<file path="src/rtl/fpcm_pkg.sv">
// ----------------------------------------------------------------------------
// fpcm_pkg
// Shared types and constants for the float to PCM sample packer.
// ----------------------------------------------------------------------------
`default_nettype none
package fpcm_pkg;

	localparam logic [2:0] FMT_F32    = 3'd0;
	localparam logic [2:0] FMT_S32LE  = 3'd1;
	localparam logic [2:0] FMT_S32BE  = 3'd2;
	localparam logic [2:0] FMT_S24LE  = 3'd3;
	localparam logic [2:0] FMT_S24BE  = 3'd4;
	localparam logic [2:0] FMT_S16LE  = 3'd5;
	localparam logic [2:0] FMT_S16BE  = 3'd6;
	localparam logic [2:0] FMT_RESET  = FMT_S32LE;

	localparam logic [31:0] K32 = 32'h7FFF_FFFF;
	localparam logic [31:0] K24 = 32'h007F_FFFF;
	localparam logic [31:0] K16 = 32'h0000_7FFF;

	localparam logic [30:0] ONE_ABS = 31'h3F80_0000;
	localparam logic [30:0] INF_ABS = 31'h7F80_0000;

	// Kind of value after classification
	typedef enum logic [1:0] {
		CLS_ZERO = 2'd0,
		CLS_SAT  = 2'd1,
		CLS_MUL  = 2'd2
	} cls_t;

	// Pipeline side-band carried with each sample
	typedef struct packed {
		logic [2:0]  fmt;
		logic        last;
		logic        neg;
		logic [31:0] raw;
	} side_t;

endpackage
`default_nettype wire

</file>
<file path="src/rtl/float_to_pcm_sample_packer.sv">
// ----------------------------------------------------------------------------
// float_to_pcm_sample_packer
// Float32 audio sample to packed PCM word, format set by a register.
// ----------------------------------------------------------------------------
// Channel  Dir  Fields
// s_axis   in   tdata: sample_bits[31:0]; tlast: last_in
// m_axis   out  tdata: packed_bytes[31:0], byte_count[34:32]; tlast: last_out
// cfg      in   cfg_wr_en / cfg_wr_data: output_format
//
// One sample per cycle unless m_axis stalls (three scaling stages, one
// packing/output stage). The 24x32 multiply sets stage depth.
// Reset clears valid bits and sets format to s32le.
// A stall on m_axis freezes the whole pipeline; nothing is lost or repeated.
// ----------------------------------------------------------------------------
`default_nettype none
module float_to_pcm_sample_packer (
	input  wire logic        clk,
	input  wire logic        arst_n,
	input  wire logic        cfg_wr_en,
	input  wire logic [2:0]  cfg_wr_data,
	input  wire logic        s_axis_tvalid,
	output logic             s_axis_tready,
	input  wire logic [31:0] s_axis_tdata,   // sample_bits[31:0]
	input  wire logic        s_axis_tlast,
	output logic             m_axis_tvalid,
	input  wire logic        m_axis_tready,
	output logic [39:0]      m_axis_tdata,   // packed_bytes[31:0], byte_count[34:32]
	output logic             m_axis_tlast
);
	import fpcm_pkg::*;

	logic [2:0] fmt_q;
	logic       en;
	logic       sc_valid;
	logic [31:0] v;
	side_t      side_in, side_s3;

	// Format register
	always_ff @(posedge clk or negedge arst_n) begin
		if (!arst_n) fmt_q <= FMT_RESET;
		else if (cfg_wr_en) fmt_q <= cfg_wr_data;
	end

	// Whole pipe advances when output slot is free or empty
	assign en = m_axis_tready || !m_axis_tvalid;
	assign s_axis_tready = en;

	assign side_in = '{fmt: fmt_q, last: s_axis_tlast, neg: s_axis_tdata[31],
		raw: s_axis_tdata};

	fpcm_scale u_scale (
		.clk(clk), .arst_n(arst_n), .en(en),
		.in_valid(s_axis_tvalid), .bits(s_axis_tdata), .side_in(side_in),
		.out_valid(sc_valid), .value(v), .side_out(side_s3)
	);

	// Byte layout
	logic [31:0] packed_w;
	logic [2:0]  cnt;
	always_comb begin
		case (side_s3.fmt)
			FMT_S32LE: begin packed_w = v; cnt = 3'd4; end
			FMT_S32BE: begin packed_w = {v[7:0], v[15:8], v[23:16], v[31:24]}; cnt = 3'd4; end
			FMT_S24LE: begin packed_w = {8'd0, v[23:0]}; cnt = 3'd3; end
			FMT_S24BE: begin packed_w = {8'd0, v[7:0], v[15:8], v[23:16]}; cnt = 3'd3; end
			FMT_S16LE: begin packed_w = {16'd0, v[15:0]}; cnt = 3'd2; end
			FMT_S16BE: begin packed_w = {16'd0, v[7:0], v[15:8]}; cnt = 3'd2; end
			default:   begin packed_w = side_s3.raw; cnt = 3'd4; end
		endcase
	end

	// Output register
	always_ff @(posedge clk or negedge arst_n) begin
		if (!arst_n) m_axis_tvalid <= 1'b0;
		else if (en) m_axis_tvalid <= sc_valid;
	end

	always_ff @(posedge clk) begin
		if (en) begin
			m_axis_tdata <= {5'd0, cnt, packed_w};
			m_axis_tlast <= side_s3.last;
		end
	end
endmodule
`default_nettype wire

</file>
<file path="src/rtl/fpcm_scale.sv">
// ----------------------------------------------------------------------------
// fpcm_scale
// Three-stage exact clamp(x)*K with truncation; stall by a common enable.
// ----------------------------------------------------------------------------
`default_nettype none
module fpcm_scale (
	input  wire logic                 clk,
	input  wire logic                 arst_n,
	input  wire logic                 en,
	input  wire logic                 in_valid,
	input  wire logic [31:0]          bits,
	input  wire fpcm_pkg::side_t      side_in,
	output logic                      out_valid,
	output logic [31:0]               value,
	output fpcm_pkg::side_t           side_out
);
	import fpcm_pkg::*;

	// Stage 1: classify, pick K, build mantissa and shift
	logic [30:0] absb;
	logic [7:0]  ex;
	logic [23:0] man;
	logic [7:0]  sh;
	logic [31:0] kval;
	cls_t        cls;

	always_comb begin
		absb = bits[30:0];
		ex   = (absb[30:23] == 8'd0) ? 8'd1 : absb[30:23];
		man  = {(absb[30:23] != 8'd0), absb[22:0]};
		sh   = 8'd150 - ex;
		case (side_in.fmt)
			FMT_S32LE, FMT_S32BE: kval = K32;
			FMT_S24LE, FMT_S24BE: kval = K24;
			default:              kval = K16;
		endcase
		if (absb > INF_ABS)       cls = CLS_ZERO;
		else if (absb >= ONE_ABS) cls = CLS_SAT;
		else                      cls = CLS_MUL;
	end

	logic        v_s1, v_s2;
	logic [23:0] man_s1;
	logic [31:0] k_s1;
	logic [7:0]  sh_s1, sh_s2;
	cls_t        cls_s1, cls_s2;
	side_t       side_s1, side_s2;
	logic [55:0] prod_s2;
	logic [31:0] k_s2;

	always_ff @(posedge clk or negedge arst_n) begin
		if (!arst_n) begin
			v_s1 <= 1'b0;
			v_s2 <= 1'b0;
			out_valid <= 1'b0;
		end else if (en) begin
			v_s1 <= in_valid;
			v_s2 <= v_s1;
			out_valid <= v_s2;
		end
	end

	// Stage 2: 24 x 32 product
	always_ff @(posedge clk) begin
		if (en) begin
			man_s1  <= man;
			k_s1    <= kval;
			sh_s1   <= sh;
			cls_s1  <= cls;
			side_s1 <= side_in;
			prod_s2 <= {32'd0, man_s1} * {24'd0, k_s1};
			k_s2    <= k_s1;
			sh_s2   <= sh_s1;
			cls_s2  <= cls_s1;
			side_s2 <= side_s1;
		end
	end

	// Stage 3: shift, select and negate
	logic [55:0] shifted;
	logic [31:0] mag;

	always_comb begin
		shifted = (sh_s2 >= 8'd56) ? 56'd0 : (prod_s2 >> sh_s2[5:0]);
		case (cls_s2)
			CLS_SAT: mag = k_s2;
			CLS_MUL: mag = shifted[31:0];
			default: mag = 32'd0;
		endcase
	end

	always_ff @(posedge clk) begin
		if (en) begin
			value    <= side_s2.neg ? (32'd0 - mag) : mag;
			side_out <= side_s2;
		end
	end
endmodule
`default_nettype wire

</file>
<file path="config.mk">
export PLATFORM = sky130hd
export DESIGN_NAME = float_to_pcm_sample_packer
export DESIGN_NICKNAME = d
export VERILOG_FILES = /design/src/rtl/fpcm_pkg.sv /design/src/rtl/float_to_pcm_sample_packer.sv /design/src/rtl/fpcm_scale.sv
export SDC_FILE = /design/constraint.sdc
export NUM_CORES = 1
export LEC_CHECK = 0
export BUFFER_PORTS_ARGS = -buffer_cell sky130_fd_sc_hd__buf_2
export CAP_MARGIN = 10
export CORE_ASPECT_RATIO = 1.4
export CORE_MARGIN = 2
export CORE_UTILIZATION = 45
export DETAILED_ROUTE_END_ITERATION = 16
export SKIP_CTS_REPAIR_TIMING = 1
export SLEW_MARGIN = 20
export SYNTH_ARGS = -nofsm -noshare
export SYNTH_HDL_FRONTEND = slang
export SYNTH_SLANG_ARGS = --single-unit
</file>
<file path="constraint.sdc">
create_clock -name clk -period 8.4 [get_ports clk]
set_input_delay 0 -clock clk [delete_from_list [all_inputs] [get_ports clk]]
set_output_delay 0 -clock clk [all_outputs]
set_load 0.02 [all_outputs]
</file>
==> metrics.txt <==
Primary FF master, synth=edfxtp_1; final setup vio count=0; HP Start=s_axis_tlast; CP Depth=25; Syn Inst Count=2648; Die Wd=222 µm; Top delay family on crit path=adder cells; gr usage total=between 20 and 30%; Worst Path Arrival=8.30 ns; CTS root buffer=clkbuf_16; reg-to-reg endpoint=u_scale.prod_s2[53]$_DFFE_PP_; startpoint types=register; Synth Area in Compound Gates=~9.9%; Worst R2R Setup Slack=0.49 ns; RSZ-0062 raised after global routing=no; sequential fraction of the synthesis area=26.3%; H-tree level count=1; clock tree buffer depth=3; FF+latch area=7860 µm²; PortBufs=78; Max stage delay on crit path=~0.73 ns; top post-synthesis cells by count=inv_1, fa_1, edfxtp_1; Clock transition at path regs=around 0.070 ns; Post-Route Setup TNS=0 ns; Post-DP HPWL=71500 µm; most numerous cell in the Yosys netlist=inv_1; Synth Cell Area=around 30000 µm²; Starting Density=45.6%; adder-cell share of the synthesized area=34.6%; Synth area leaders=fa_1, edfxtp_1, ha_1; WL final=86200 µm; fin. max-slew vios=0; Hold Path Depth=2; vias per cell=between 5 and 6; fin crit share=94.1%; Tmin final=7.91 ns; Worst EP required=8.80 ns; wire per inst=approximately 24 µm; Die Span Y=309 µm; Yosys top cell area share=26.6%; Layout Cells excl Fill=3594; max_slew headroom=23.8%; share of cells above drive strength 1=12.2%; CTS Buf Count=26; vias in the first global route=21780; footprint of the multi-input gates=19800 µm²; # DRC=0; area grow syn2layout=8.72%; Detailed Route Iter0 Violations=between 1000 and 1500; CP Capture Type=register; Cells after DPL=between 3000 and 4000; Core ar.=65700 µm²; Ys Warns=0; Worst Path Max Fanout=15; Setup CP Type=reg -> reg; CP max-delay cell=fa_1; Initial DRT Pass Iterations=8; IO Pins=84; n_diodes=0; antenna viol nets, final=0; CP dominant cell by count=fa_1; largest family of logic cells by synthesized area=adder cells; mux contribution to synthesized area=11.1%; CP endpoint=u_scale.prod_s2[53]$_DFFE_PP_; final hold violation count=0; Max Freq=approximately 0.13 GHz; library cells used by synthesis=85; Post-Synth Simple-Gate Area=7.50%; R2R Path Start=u_scale.k_s1[22]$_DFFE_PP_; max cap viols=0; remaining global-route overflow=0; asr flop ratio synth=2.66%; CTS sink cnt=263; Seq cells post-synth=263; largest net degree at the start of global routing=179; Worst Path Buf+Inv=6; Critical Path Start=u_scale.k_s1[22]$_DFFE_PP_; xor/xnor share of the synthesized area=between 2 and 3%; die area=68600 µm²; worst r2r path cells=25; CTS tree=done; worst skew pair latency=0.59 ns; Nets=3357; status=complete, no violations; hold_ws=0.136 ns; EDFF count, synth=256; row cnt=111; filler instances=5922; Hold Crit Class=in -> reg; first-pass GRT wire length=around 130000 µm; antenna violations before repair=1; Avg Inst Size Synth=between 10 and 15 µm²; post-synth top area cell=fa_1; RD Place Congestion=1.01; routed vias=between 20000 and 25000; Fin Clk Skew=0.0265 ns; worst-margin pin slew=1.13 ns
[state kept, by name (all words and copies together) (netlist names), 2 cells and up]
signal,flops
fmt_q,3
m_axis_tdata,35
u_scale.cls_s1,2
u_scale.cls_s2,2
u_scale.k_s1,2
u_scale.k_s2,2
u_scale.prod_s2,56
u_scale.sh_s1,8
u_scale.sh_s2,8
u_scale.side_out,36
u_scale.side_s1,36
u_scale.side_s2,35
u_scale.value,32
[routing by layer]
| layer | part of all wire [%] | up-vias | track usage, % |
|---|---|---|---|
| met1 | 36 | 10555 | 28.2 |
| met5 | 0 | - | 0 |
| met2 | 55 | 583 | 48.7 |
| met4 | 5.4 | 0 | 12.2 |
| li1 | - | 9291 | - |
| met3 | 3.2 | 181 | 1.89 |
[cells in the final DEF (no fill, tap or decap), drive strengths merged, types with 43 or more instances in the layout]
master / synthesis / final
o21ai: 73 / 73
xnor2: 64 / 64
mux4: 83 / 83
ha: 191 / 191
mux2i: 82 / 82
edfxtp: 256 / 256
mux2: 56 / 56
nand2: 135 / 135
dlygate4sd3: 0 / 43
buf: 63 / 112
fa: 398 / 398
inv: 475 / 477
a21oi: 114 / 114
nor2: 97 / 97
[area by class of cell]
class / count / share of cell area (%)
multi-input cells: 1802 / 60.7
flip-flops and latches: 263 / 24.2
inverters: 479 / 5.53
repair buffers: 155 / 3.52
well taps: 847 / 3.26
clock buffers: 31 / 2.12
clock inverters: 17 / 0.696
[worst min path at each step]
stage	slack, ns	endpoint
after CTS	-0.77	u_scale.v_s2$_DFFE_PN0P_
final	0.14	u_scale.side_s1[33]$_DFFE_PP_
after global routing	0.14	u_scale.side_s1[33]$_DFFE_PP_
after global placement	-0.17	m_axis_tvalid$_DFFE_PN0P_
after detailed placement	-0.16	fmt_q[2]$_DFFE_PN0P_
after floorplan	-0.30	fmt_q[1]$_DFFE_PN0P_
[metrics by stage]
stage | utilization (%) | area (µm²) | setup WS [ns]
after global routing | 49.5 | 32500 | 0.0769
after floorplan | - | 29900 | 0.838
after detailed placement | 47.4 | 31200 | 0.389
final | 49.5 | 32500 | 0.495
after CTS | 48.8 | 32100 | 0.345
after global placement | 47.4 | 31100 | 0.607
[cells by family (layout without fill, tap and decap cells)]
logic type | after synthesis | in the layout
fa+ha+maj | 589 | 589
compound gates | 438 | 438
xor+xnor | 95 | 95
mux | 221 | 221
simple gates | 454 | 454
other cells | 1 | 5
buf+inv | 587 | 682
flops | 263 | 263
Power is not shown: default switching activity piles up to over one toggle a cycle in this logic, so the estimate is an artifact.
